$ cat config.mk
export PLATFORM = sky130hd
export DESIGN_NAME = etq_queue
export DESIGN_NICKNAME = d
export VERILOG_FILES = /design/src/rtl/core/etq_pkg.sv /design/src/rtl/core/etq_queue.sv
export SDC_FILE = /design/constraint.sdc
export NUM_CORES = 1
export LEC_CHECK = 0
export BUFFER_PORTS_ARGS = -buffer_cell sky130_fd_sc_hd__buf_2
export CAP_MARGIN = 20
export CELL_PAD_IN_SITES_DETAIL_PLACEMENT = 1
export CELL_PAD_IN_SITES_GLOBAL_PLACEMENT = 1
export CORE_MARGIN = 4
export CORE_UTILIZATION = 44
export CTS_CLUSTER_SIZE = 8
export DETAILED_ROUTE_END_ITERATION = 10
export PLACE_DENSITY = 0.78
export SETUP_SLACK_MARGIN = 0.15
export SYNTH_ARGS = -nofsm -noshare
export SYNTH_HDL_FRONTEND = slang
export SYNTH_SLANG_ARGS = --single-unit
$ cat constraint.sdc
create_clock -name clock -period 4.9 [get_ports clock]
set_input_delay 0.98 -clock clock [delete_from_list [all_inputs] [get_ports clock]]
set_output_delay 0.98 -clock clock [all_outputs]
set_load 0.1 [all_outputs]
$ cat src/rtl/core/etq_pkg.sv
// Package for the Euler to quaternion block: item types, CORDIC constants
// and the fixed-point helper functions. No dependencies.
`timescale 1ns / 1ps
package etq_pkg;

   localparam int CordicIters = 28;
   localparam logic signed [33:0] QPi     = 34'sd3373259426;
   localparam logic signed [33:0] QHalfPi = 34'sd1686629713;
   localparam logic signed [31:0] QGain   = 32'sd652032874;
   localparam logic signed [17:0] OutLimit = 18'sd16384;

   localparam logic signed [31:0] ATAN_TABLE [CordicIters] = '{
      32'sd843314857, 32'sd497837830, 32'sd263043837, 32'sd133525159,
      32'sd67021687,  32'sd33543516,  32'sd16775851,  32'sd8388437,
      32'sd4194283,   32'sd2097151,   32'sd1048576,   32'sd524288,
      32'sd262144,    32'sd131072,    32'sd65536,     32'sd32768,
      32'sd16384,     32'sd8192,      32'sd4096,      32'sd2048,
      32'sd1024,      32'sd512,       32'sd256,       32'sd128,
      32'sd64,        32'sd32,        32'sd16,        32'sd8
   };

   typedef struct packed {
      logic signed [15:0] yaw_angle;
      logic signed [15:0] pitch_angle;
      logic signed [15:0] roll_angle;
   } req_type;

   typedef struct packed {
      logic signed [15:0] quat_w;
      logic signed [15:0] quat_x;
      logic signed [15:0] quat_y;
      logic signed [15:0] quat_z;
   } rsp_type;

   // reduced half angle in 2^30 units, plus sign flip for sin/cos
   typedef struct packed {
      logic signed [31:0] z;
      logic               neg;
   } half_type;

   typedef struct packed {
      half_type yaw;
      half_type pitch;
      half_type roll;
   } work_type;

   typedef struct packed {
      logic signed [31:0] x;
      logic signed [31:0] y;
      logic signed [31:0] z;
   } cordic_type;

   function automatic half_type reduce_angle(logic signed [15:0] ang);
      logic signed [33:0] z;
      half_type           h;
      z = {{1{ang[15]}}, ang, 17'b0};
      h.neg = 1'b0;
      if (z > QHalfPi) begin
         z = z - QPi;
         h.neg = 1'b1;
      end else if (z < -QHalfPi) begin
         z = z + QPi;
         h.neg = 1'b1;
      end
      h.z = z[31:0];
      return h;
   endfunction

   function automatic cordic_type cordic_step(cordic_type c, logic [4:0] idx);
      logic signed [31:0] dx;
      logic signed [31:0] dy;
      cordic_type         r;
      dx = c.y >>> idx;
      dy = c.x >>> idx;
      if (!c.z[31]) begin
         r.x = c.x - dx;
         r.y = c.y + dy;
         r.z = c.z - ATAN_TABLE[idx];
      end else begin
         r.x = c.x + dx;
         r.y = c.y - dy;
         r.z = c.z + ATAN_TABLE[idx];
      end
      return r;
   endfunction

   function automatic logic signed [31:0] round_q30(logic signed [63:0] p);
      logic signed [63:0] s;
      s = p + 64'sd536870912;
      return s[61:30];
   endfunction

   function automatic logic signed [15:0] to_out(logic signed [63:0] q);
      logic signed [63:0] s;
      logic signed [17:0] r;
      s = q + 64'sd35184372088832;
      r = s[63:46];
      if (r > OutLimit) r = OutLimit;
      if (r < -OutLimit) r = -OutLimit;
      return r[15:0];
   endfunction

endpackage

$ cat src/rtl/core/etq_queue.sv
// Two-entry queue between front and back end.
// Depends on etq_pkg.
`timescale 1ns / 1ps
module etq_queue import etq_pkg::*; (
   input  logic     clock,
   input  logic     reset,
   input  logic     push_valid,
   output logic     push_ready,
   input  work_type push_data,
   output logic     pop_valid,
   input  logic     pop_ready,
   output work_type pop_data
);
   work_type   mem_ff [2];
   logic       wr_ff, wr_in, rd_ff, rd_in;
   logic [1:0] count_ff, count_in;
   logic       push, pop;

   assign push_ready = count_ff != 2'd2;
   assign pop_valid  = count_ff != 2'd0;
   assign pop_data   = mem_ff[rd_ff];
   assign push       = push_valid && push_ready;
   assign pop        = pop_valid && pop_ready;

   always_comb begin
      wr_in    = push ? !wr_ff : wr_ff;
      rd_in    = pop ? !rd_ff : rd_ff;
      count_in = count_ff + {1'b0, push} - {1'b0, pop};
   end

   always_ff @(posedge clock) begin
      if (reset) begin
         wr_ff    <= 1'b0;
         rd_ff    <= 1'b0;
         count_ff <= 2'd0;
      end else begin
         wr_ff    <= wr_in;
         rd_ff    <= rd_in;
         count_ff <= count_in;
      end
      if (push) mem_ff[wr_ff] <= push_data;
   end
endmodule

# Word-level counts from Yosys, hierarchy flattened
# Memory sizes are Yosys's and may differ from the RTL's. A register that Yosys moved wholly into a read port is not among the register bits.
# Cells that the tools add are included.
# classes
add_sub_neg	2
n_eq_ne	1
n_mux	4
reduce_logical	5
# ops
cell	count
$mux W1	4
$add A2 B1 Y2	1
$logic_and A1 B1 Y1	2
$logic_not A1 Y1	2
$ne A2 B2 Y1 const B	1
$reduce_bool A2 Y1	1
$sub A2 B1 Y2	1
# totals
ff_bits	4
mem_bits_rw	198
input_bits	103
output_inout_bits	101
word_cells	16
n_memories	1
# mem_list
name	depth	word_bits	rd	rd_ports_with_merged_regs	wr	line_no	rtl
mem_ff	2	99	1	1	1	etq_queue.sv:14	work_type mem_ff [2];

# Longest topological paths before layout
# logic_depth
ltp_word	4
ltp_mapped	6
ltp_nobuf	6

# Least setup slack after synthesis
# Ideal clock, no wire load.
# synth_path
path_kind	register -> register
startpoint	reg count_ff[0]
endpoint	mem mem_ff[1][0] (netlist bit), enable pin
setup_ns	0.469
t_arrival_ns	3.705
t_required_ns	4.431
slack_ns	0.726
path_stages_with_launch	3
n_path_buf	0
synth_period_minus_slack_ns	4.174
path_cell_list	dfxtp_1 nand2b_1 and3_1
# synth_via
elab_chain_cells	4
# synth_lines
item	line_no	rtl
start, declared	etq_queue.sv:16	logic [1:0] count_ff, count_in;
start signal, assigned	etq_queue.sv:39	count_ff <= count_in;
$ne A2 B2 Y1	etq_queue.sv:19	assign push_ready = count_ff != 2'd2;
named net push_ready	etq_queue.sv:8	output logic push_ready,
$logic_and A1 B1 Y1	etq_queue.sv:22	assign push = push_valid && push_ready;
$mux W1	etq_queue.sv:41	if (push) mem_ff[wr_ff] <= push_data;
$mux W1 (not written as such)	etq_queue.sv:41	
end, declared	etq_queue.sv:14	
# The timed path passes the listed nets, and every way through them passes these cells.

==> flow_summary.json <==
{
  "hold_depth": 2,
  "grt_use_total_pct": 16.0,
  "grt_antenna_before_repair": 3,
  "hp-start": "rd_ff",
  "grt_pass1_wl_mm": 23.2,
  "dpl_worst_slack_ns": 2.05,
  "slew_viol_final": 0,
  "vias": 3939,
  "critPathArrivalTime_ns": 2.39,
  "clock_skew_ns": 0.0101,
  "crit_path_start_kind": "flip-flop",
  "syn_inst": 337,
  "clk_pin_slew_ns": 0.05,
  "crit_fanout": 59,
  "reg2regPathDepth": 3,
  "grt_max_degree": 60,
  "worstReg2RegEnd": "mem_ff[1][43]",
  "wl_mm": 15.8,
  "cts_tree": "done",
  "cts_buffers": 29,
  "rsz0062_at_grt": "no",
  "insertion_delay_ns": 0.51,
  "ir_worst_vdd_v": 0.000368,
  "syn_to_final_growth_pct": 28.3,
  "cts.path.max_buffers": 3,
  "rr_startpoint": "count_ff[0]",
  "async_flop_share_pct": 0,
  "setup_viol": 0,
  "gp_congestion": 0.721,
  "hpwl_mm": 10.4,
  "cts_sinks": 203,
  "final_util_pct": 57.5,
  "worst_slew_pin_slew_ns": 0.697,
  "grt_remaining_overflow": 0,
  "synth_warnings": 0,
  "cellLeakagePower_nw": 3.57,
  "slew_headroom_pct": 53.6,
  "power_density_nw_per_um2": 654,
  "max_freq_ghz": 0.296,
  "grt_pass1_vias": 4315,
  "crit_type": "reg -> out",
  "ys_seq_area_share_pct": 81.3,
  "detail_route.wl_per_cell_um": 19.6,
  "postSynthAreaPerCell_um2": 22.1,
  "min_period_ns": 3.37,
  "ios": 204,
  "dieArea_um2": 19000,
  "hold_end": "rd_ff",
  "initial_utilization_pct": 44.8,
  "worstPathRequired_ns": 3.92,
  "cts_resized": 0,
  "synthesis.nets": 441,
  "hold_buffers": 0,
  "setup_ws_ns": 1.53,
  "fp-row-count": 47,
  "ys_seq_elements": 203,
  "drc": 0,
  "fin_setup_tns_ns": 0,
  "hp-class": "reg -> reg",
  "viasPerCell": 4.88,
  "postCtsSetupBuffers": 0,
  "status": "completed",
  "dieWidth_um": 138,
  "ys_types": 24,
  "layout-drive-gt1-share_pct": 58.6,
  "synth_area_um2": 7430,
  "portBuffers": 203,
  "htreeDepth": 1,
  "synth_edf_count": 198,
  "core-area_um2": 16600,
  "end_kind": "output pin",
  "nNetsFinal": 669,
  "dr.pass1.iters": 4,
  "drt-initial-drc-count": 175,
  "r2r_slack_ns": 2.68,
  "synth_flop_cell": "edfxtp_1",
  "power_w": 0.00624,
  "ant_nets": 0,
  "hold_violations": 0,
  "fin_crit_sh_pct": 68.9,
  "cap_violations": 0,
  "cts_root_buf": "clkbuf_16",
  "nFillCells": 1560,
  "die_h_um": 138
}
[layout make-up]
| cell class | instances | area, µm² | area share (%) |
|---|---|---|---|
| Timing Repair Buffer | 208 | 1070 | 11.2 |
| Clock inverter | 1 | 7.51 | 0.0788 |
| Multi-Input combinational cell | 122 | 1310 | 13.8 |
| Tap cell | 220 | 275 | 2.89 |
| Sequential cell | 203 | 6050 | 63.5 |
| Inverter | 1 | 6.26 | 0.0656 |
| Antenna cell | 1 | 2.50 | 0.0263 |
| Clock buffer | 52 | 812 | 8.52 |
[synthesized netlist by cell type (all sizes together), types with 2 or more instances]
library cell  count  area, µm²
mux2             99       1150
and3              2       12.5
nor2b             2       12.5
edfxtp          198       5950
nor2              4       15.0
o21ai             2       10.0
buf              11       73.8
dfxtp             5        100
[cells by family after synthesis]
| family | count (synthesis) | synth area share [%] |
|---|---|---|
| xor gates and xnor gates | 1 | 0.118 |
| DFF | 203 | 81.3 |
| buffers and inverters | 12 | 1.04 |
| AOI/OAI and AO/OA | 6 | 0.589 |
| and+or+nand+nor | 15 | 1.23 |
| adders and majority gates | 1 | 0.168 |
| muxes | 99 | 15.5 |
[worst max-delay path, stage by stage (launching register included)]
cell	delay (ns)
dfxtp_4	0.73
buf_12	0.38
mux2_2	0.40
buf_2	0.30
[layer usage]
metal  vias to the layer above  global-route usage, %  wire [µm]
li1                       1800                      -          -
met1                      1948                   19.2       6070
met2                       154                   28.3       8050
met3                        33                   4.79       1310
met4                         4                   4.56        357
met5                         -                      0         21
[registers in the layout, summed over array words and instances, names as in the netlist, named ones only]
name      cells
rd_ff         1
wr_ff         1
mem_ff      198
count_ff      2
[worst max path at each step]
stage	endpoint
after floorplan	mem_ff[1][0]
after global placement	pop_data[81]
after detailed placement	pop_data[18]
after CTS	pop_data[18]
after global routing	pop_data[81]
final	pop_data[21]
[metrics by stage]
stage / hold slack [ns] / area [µm²] / cells
after CTS: 0.520 / 9530 / 807
after global routing: 0.528 / 9530 / 808
after floorplan: 0.472 / 7430 / 337
final: 0.515 / 9530 / 808
after global placement: 0.487 / 8710 / 754
after detailed placement: 0.502 / 8710 / 754
[power by group]
group	internal (W)	total (W)	switching (W)
clock network	0.00110	0.00177	0.000666
logic	0.000422	0.00227	0.00185
registers	0.00211	0.00220	0.0000844
[cells in the final DEF, fill, tap and decap left out, drive strengths merged, types with 2 or more instances in the layout]
cell type,count
dfxtp,5
buf,208
mux2,99
and3,2
nor2,4
o21ai,2
nor2b,2
clkbuf,52
edfxtp,198
Power figures use the tool's default switching activity.
