**config.mk**
```make
export PLATFORM = sky130hd
export DESIGN_NAME = etq_front
export DESIGN_NICKNAME = d
export VERILOG_FILES = /design/src/rtl/core/etq_pkg.sv /design/src/rtl/core/etq_front.sv
export SDC_FILE = /design/constraint.sdc
export NUM_CORES = 1
export LEC_CHECK = 0
export ABC_AREA = 0
export BUFFER_PORTS_ARGS = -buffer_cell sky130_fd_sc_hd__buf_2
export CAP_MARGIN = 15
export CORE_MARGIN = 1.5
export CORE_UTILIZATION = 45
export CTS_CLUSTER_DIAMETER = 200
export DETAILED_ROUTE_END_ITERATION = 16
export PLACE_DENSITY = 0.77
export SYNTH_ARGS = -nofsm -noshare
export SYNTH_HDL_FRONTEND = slang
export SYNTH_SLANG_ARGS = --single-unit
```
**constraint.sdc**
```tcl
create_clock -name clock -period 2.15 [get_ports clock]
set_input_delay 0.3225 -clock clock [delete_from_list [all_inputs] [get_ports clock]]
set_output_delay 0.3225 -clock clock [all_outputs]
set_load 0.01 [all_outputs]
```
**src/rtl/core/etq_pkg.sv**
```systemverilog
// Package for the Euler to quaternion block: item types, CORDIC constants
// and the fixed-point helper functions. No dependencies.
`timescale 1ns / 1ps
package etq_pkg;

   localparam int CordicIters = 28;
   localparam logic signed [33:0] QPi     = 34'sd3373259426;
   localparam logic signed [33:0] QHalfPi = 34'sd1686629713;
   localparam logic signed [31:0] QGain   = 32'sd652032874;
   localparam logic signed [17:0] OutLimit = 18'sd16384;

   localparam logic signed [31:0] ATAN_TABLE [CordicIters] = '{
      32'sd843314857, 32'sd497837830, 32'sd263043837, 32'sd133525159,
      32'sd67021687,  32'sd33543516,  32'sd16775851,  32'sd8388437,
      32'sd4194283,   32'sd2097151,   32'sd1048576,   32'sd524288,
      32'sd262144,    32'sd131072,    32'sd65536,     32'sd32768,
      32'sd16384,     32'sd8192,      32'sd4096,      32'sd2048,
      32'sd1024,      32'sd512,       32'sd256,       32'sd128,
      32'sd64,        32'sd32,        32'sd16,        32'sd8
   };

   typedef struct packed {
      logic signed [15:0] yaw_angle;
      logic signed [15:0] pitch_angle;
      logic signed [15:0] roll_angle;
   } req_type;

   typedef struct packed {
      logic signed [15:0] quat_w;
      logic signed [15:0] quat_x;
      logic signed [15:0] quat_y;
      logic signed [15:0] quat_z;
   } rsp_type;

   // reduced half angle in 2^30 units, plus sign flip for sin/cos
   typedef struct packed {
      logic signed [31:0] z;
      logic               neg;
   } half_type;

   typedef struct packed {
      half_type yaw;
      half_type pitch;
      half_type roll;
   } work_type;

   typedef struct packed {
      logic signed [31:0] x;
      logic signed [31:0] y;
      logic signed [31:0] z;
   } cordic_type;

   function automatic half_type reduce_angle(logic signed [15:0] ang);
      logic signed [33:0] z;
      half_type           h;
      z = {{1{ang[15]}}, ang, 17'b0};
      h.neg = 1'b0;
      if (z > QHalfPi) begin
         z = z - QPi;
         h.neg = 1'b1;
      end else if (z < -QHalfPi) begin
         z = z + QPi;
         h.neg = 1'b1;
      end
      h.z = z[31:0];
      return h;
   endfunction

   function automatic cordic_type cordic_step(cordic_type c, logic [4:0] idx);
      logic signed [31:0] dx;
      logic signed [31:0] dy;
      cordic_type         r;
      dx = c.y >>> idx;
      dy = c.x >>> idx;
      if (!c.z[31]) begin
         r.x = c.x - dx;
         r.y = c.y + dy;
         r.z = c.z - ATAN_TABLE[idx];
      end else begin
         r.x = c.x + dx;
         r.y = c.y - dy;
         r.z = c.z + ATAN_TABLE[idx];
      end
      return r;
   endfunction

   function automatic logic signed [31:0] round_q30(logic signed [63:0] p);
      logic signed [63:0] s;
      s = p + 64'sd536870912;
      return s[61:30];
   endfunction

   function automatic logic signed [15:0] to_out(logic signed [63:0] q);
      logic signed [63:0] s;
      logic signed [17:0] r;
      s = q + 64'sd35184372088832;
      r = s[63:46];
      if (r > OutLimit) r = OutLimit;
      if (r < -OutLimit) r = -OutLimit;
      return r[15:0];
   endfunction

endpackage

```
**src/rtl/core/etq_front.sv**
```systemverilog
// Front end: accepts angle items, halves and range-reduces each angle.
// Depends on etq_pkg.
`timescale 1ns / 1ps
module etq_front import etq_pkg::*; (
   input  logic     clock,
   input  logic     reset,
   input  logic     req_valid,
   output logic     req_ready,
   input  req_type  req_data,
   output logic     push_valid,
   input  logic     push_ready,
   output work_type push_data
);
   logic     valid_ff, valid_in;
   work_type data_ff, data_in;

   assign req_ready  = !valid_ff || push_ready;
   assign push_valid = valid_ff;
   assign push_data  = data_ff;

   always_comb begin
      valid_in = valid_ff;
      data_in  = data_ff;
      if (req_ready) begin
         valid_in      = req_valid;
         data_in.yaw   = reduce_angle(req_data.yaw_angle);
         data_in.pitch = reduce_angle(req_data.pitch_angle);
         data_in.roll  = reduce_angle(req_data.roll_angle);
      end
   end

   always_ff @(posedge clock) begin
      if (reset) valid_ff <= 1'b0;
      else       valid_ff <= valid_in;
      data_ff <= data_in;
   end
endmodule

```
## Word-level counts from Yosys, hierarchy flattened

Index checks and enable logic that the tools add are counted.

| word-level totals | value |
|---|---|
| bits in registers | 100 |
| input bits | 52 |
| output and inout port bits | 101 |
| word-level logic and storage cells | 30 |

| cells by class | value |
|---|---|
| add/sub/neg operators | 6 |
| magnitude comparators | 6 |
| mux-type cells | 9 |
| reductions and logical operators | 2 |

Operators with widths:

| kind | count |
|---|---|
| $mux 32 | 6 |
| $gt 33x32->1 const B | 3 |
| $lt 33x32->1 const B | 3 |
| $add 32x31->32 const B | 3 |
| $sub 32x31->32 const B | 3 |
| $mux 1 | 3 |
| $logic_not 1->1 | 1 |
| $logic_or 1x1->1 | 1 |

## Longest topological paths before layout

| logic depth | value |
|---|---|
| depth after elaboration | 3 |
| gate-level depth with buffers | 9 |
| mapped depth without buffers | 8 |

## Worst setup path before layout

Ideal clock, no wire load.

| timing path | value |
|---|---|
| path kind | input -> register |
| start | input port req_data[11] (netlist name) |
| end | register data_ff (netlist bit push_data[26]) (data pin) |
| library setup time | 0.267 ns |
| arrival | 2.008 ns |
| required time | 1.883 ns |
| slack | -0.125 ns |
| stages | 7 |
| buffers on the path | 2 |
| cells stage by stage | buf_2 or4b_4 a2111oi_2 nor2_1 buf_6 o32a_1 xnor2_1 |

| on the way | value |
|---|---|
| cells in the longest elaborated chain, start to end | 3 |
| elaborated cells between the ends (all ways) | 4 |
| those cells by class | order compare: 2; mux: 2 |

RTL lines:

| item | RTL line | RTL |
|---|---|---|
| start: declaration | etq_front.sv:9 | `input req_type req_data,` |
| $lt 33x32->1 | etq_pkg.sv:61 | `end else if (z < -QHalfPi) begin` |
| $mux 32 | etq_pkg.sv:61 |  |
| $mux 32 (*) | etq_pkg.sv:58 | `if (z > QHalfPi) begin` |
| end signal: assignment | etq_front.sv:35 | `data_ff <= data_in;` |
| end: declaration | etq_front.sv:15 | `work_type data_ff, data_in;` |

Every way passes the cells marked *; elsewhere a longest branch is shown, timed or not.
A chain may end at the register's enable or synchronous reset.

## Worst setup path in the final report

| timing path | value |
|---|---|
| start | input port req_data[16] (netlist name) |
| end | register data_ff (netlist bit push_data[65]) (data pin) |

| on the way | value |
|---|---|
| cells in the longest elaborated chain, start to end | 3 |
| elaborated cells between the ends (all ways) | 6 |
| those cells by class | add/sub: 2; order compare: 2; mux: 2 |

RTL lines:

| item | RTL line |
|---|---|
| $add 32x31->32 or $lt 33x32->1 (tied branches) | etq_pkg.sv:62, etq_pkg.sv:61 |
| $mux 32 | etq_pkg.sv:61 |
| $mux 32 (*) | etq_pkg.sv:58 |

Marks and branches as above.

==> summary.txt <==
Logic synthesis
  • Synth Flop Type: edfxtp_1
  • Yosys warns: 0
  • Yosys cell types: 63
  • FFs w/ async S/R, synth: 0
  • Syn Area/Cell: 9.74 µm²
  • Number of synthesized flops with an enable pin: 54
  • Area share of fa/ha/maj cells after synthesis: 0.0281
  • Synth Register Bits: 55
  • Post-Syn Area: approximately 4000 µm²
  • Simple logic cell fraction of the synthesized area: 0.127
  • Sequential fraction of the synthesis area: 0.410
  • Post-synthesis mux area share: 0
  • Synth Area in Compound Gates: 0.217
  • Synth Area in XOR/XNOR: 0.0766
  • Largest family of logic cells by synthesized area: compound AO/OA/AOI/OAI gates
  • Cells after Synth: 411

Drt
  • Via/cell ratio: 5.58
  • DRT Pass-1 Iters: 4
  • Routed Antenna Nets: 0
  • Iter 0 DRT Violations: ~160
  • Wire per inst: 15.1 µm
  • Drc violations: 0
  • Vias post-DR: 3518
  • Total Wirelength: 9.50 mm

Critical path
  • CP peak stage delay: 0.39 ns
  • Crit start category: primary input
  • CP Cell Sequence: buf_2, inv_1, ha_1, buf_4, nand2b_1, a31oi_1, o31ai_1, o32ai_1, xor2_1
  • CP arrival: 1.85 ns
  • Slowest cell on the critical path: a31oi_1
  • Buf/Inv on CP: 3
  • Critical Path End Type: flip-flop
  • Reg2Reg Setup Slack: 0.85 ns
  • Max FO, Critical Path: 4
  • Kind of cell adding the most delay to the critical path: compound AO/OA/AOI/OAI gates
  • Setup CP Type: primary input to flip-flop
  • CP Data Required Time: 2.20 ns

Floorplan
  • Starting density of the core: 0.461
  • Die height: 97.3 µm
  • Core Footprint: a little under 9000 µm²
  • Die area: between 9000 and 10000 µm²
  • IO Count: roughly 150
  • Die X: 97.3 µm
  • Rows: 34

Timing
  • Slack of the critical path: about 0.35 ns
  • Final-report hold violation count: 0
  • Total negative setup slack: 0 ns
  • Max Fclk: roughly 560 MHz
  • Ratio of final minimum period to clock period: 0.837
  • Setup Viol. Count Final: 0
  • Final setup skew: 0.00730 ns
  • Slew Limit Fails: 0
  • Hold_ws: 0.154 ns
  • Unrepaired setup endpoints after global routing: no
  • Fin crit period: 1.80 ns

Global route
  • Largest net degree at the start of global routing: 29
  • Antenna violations before repair: 0
  • Grt ovf: 0
  • Global-route wire length before repair: 15.2 mm
  • GRT Total Usage: 0.195
  • Number of global-route vias before repair: 3248

Final layout
  • Multi-input logic area: 1830 µm²
  • Util after Layout: 0.550
  • Share of layout cells above drive strength 1: 0.379
  • Diode count: 0
  • Most common cell after layout, fill and taps aside: buf_2
  • Most frequent cells in the layout: buf_2 (149), edfxtp_1 (54), buf_4 (24)
  • Layout filler cell count: approximately 830
  • Area growth, synth to finish: 19.3%
  • Final Non-Filler Cells: 630
  • Sequential cell area: between 1500 and 2000 µm²
  • Nets@finish: 582

Clocking
  • CTS H-tree lvls: 2
  • CTS max path bufs: 2
  • TritonCTS clock tree: built
  • Root buffer cell: clkbuf_8
  • Clock slew at the register clock pins of the worst setup and hold paths: 0.10 ns
  • CTS resizes: 0
  • # hold bufs at CTS: 0
  • Clock Latency Late Sink: 0.30 ns
  • Setup Fix Bufs, Post-CTS: 0
  • CTS Buf Count: 5
  • CTS Sinks: 55

Power and ir drop
  • Peak supply drop: ~300 µV
  • Cell area power density: a little over 600 nW/µm²
  • Leakage power: 2.12 nW

Outcome
  • Status: complete, no violations

Job
  • Max-capacitance violation count: 0

Place
  • Dpl cells: 622
  • Placement Setup Slack: 0.0398 ns
  • IO Port Bufs: 149
  • GPL Wtd Cong: ~0.93
  • Final HPWL DP: 7.29 mm

Min path
  • Worst hold path type: primary input to flip-flop
==> sequential cells by signal, summed over array words and instances (netlist names) <==
signal,cells
push_data,54
push_valid,1
==> path summary, 6_finish.rpt <==
path | cells after the start | end | startpoint
worst min register to register | 1 | push_data[35] | push_valid
worst min-delay path | 2 | push_valid | reset
worst max-delay path | 9 | push_data[65] | req_data[16]
worst max register to register | 2 | push_data[96] | push_valid
==> routing by layer <==
| layer | global-route usage | wire length [µm] | vias to the layer above |
|---|---|---|---|
| li1 | - | - | 1701 |
| met1 | 0.238 | 3880 | 1642 |
| met2 | 0.346 | 4850 | 154 |
| met3 | 0.0281 | 533 | 21 |
| met4 | 0.0769 | 236 | 0 |
| met5 | 0 | 0 | - |
==> area by class of cell <==
cell class / count / share of cell area
Multi-Input combinational cell: 258 / 0.384
Clock buffer: 6 / 0.0173
Timing Repair Buffer: 174 / 0.198
Clock inverter: 2 / 0.00734
Inverter: 27 / 0.0212
Sequential cell: 55 / 0.344
Tap cell: 108 / 0.0283
==> synthesized netlist by cell type, types with 9 or more instances <==
master | n | share of area
buf_4 | 45 | 0.084
nand2_1 | 22 | 0.021
xnor2_1 | 21 | 0.046
a211oi_1 | 10 | 0.019
o22ai_1 | 10 | 0.016
clkbuf_1 | 21 | 0.020
inv_1 | 20 | 0.019
xor2_1 | 14 | 0.031
ha_1 | 9 | 0.028
nor2_1 | 16 | 0.015
edfxtp_1 | 54 | 0.41
nor3_1 | 14 | 0.018
a21oi_1 | 11 | 0.014
==> power by group <==
group / internal [mW] / switching, mW
registers: 1.34 / 0.0489
clock network: 0.378 / 0.342
logic: 0.362 / 0.491
==> stage by stage <==
| step | power, mW | area [µm²] |
|---|---|---|
| finish | 2.96 | 4780 |
| floorplan | 2.00 | 4040 |
| global placement | 2.25 | 4660 |
| CTS | 2.99 | 4780 |
| global route | 3.11 | 4780 |
| detailed placement | 2.27 | 4660 |
==> cells by family (layout without fill, tap and decap cells) <==
logic type	after synthesis	in the layout
xor+xnor	35	35
simple gates	97	97
buf+inv	100	209
flops	55	55
compound gates	114	114
fa+ha+maj	9	9
other cells	1	3
(Power assumes the default switching activity.)
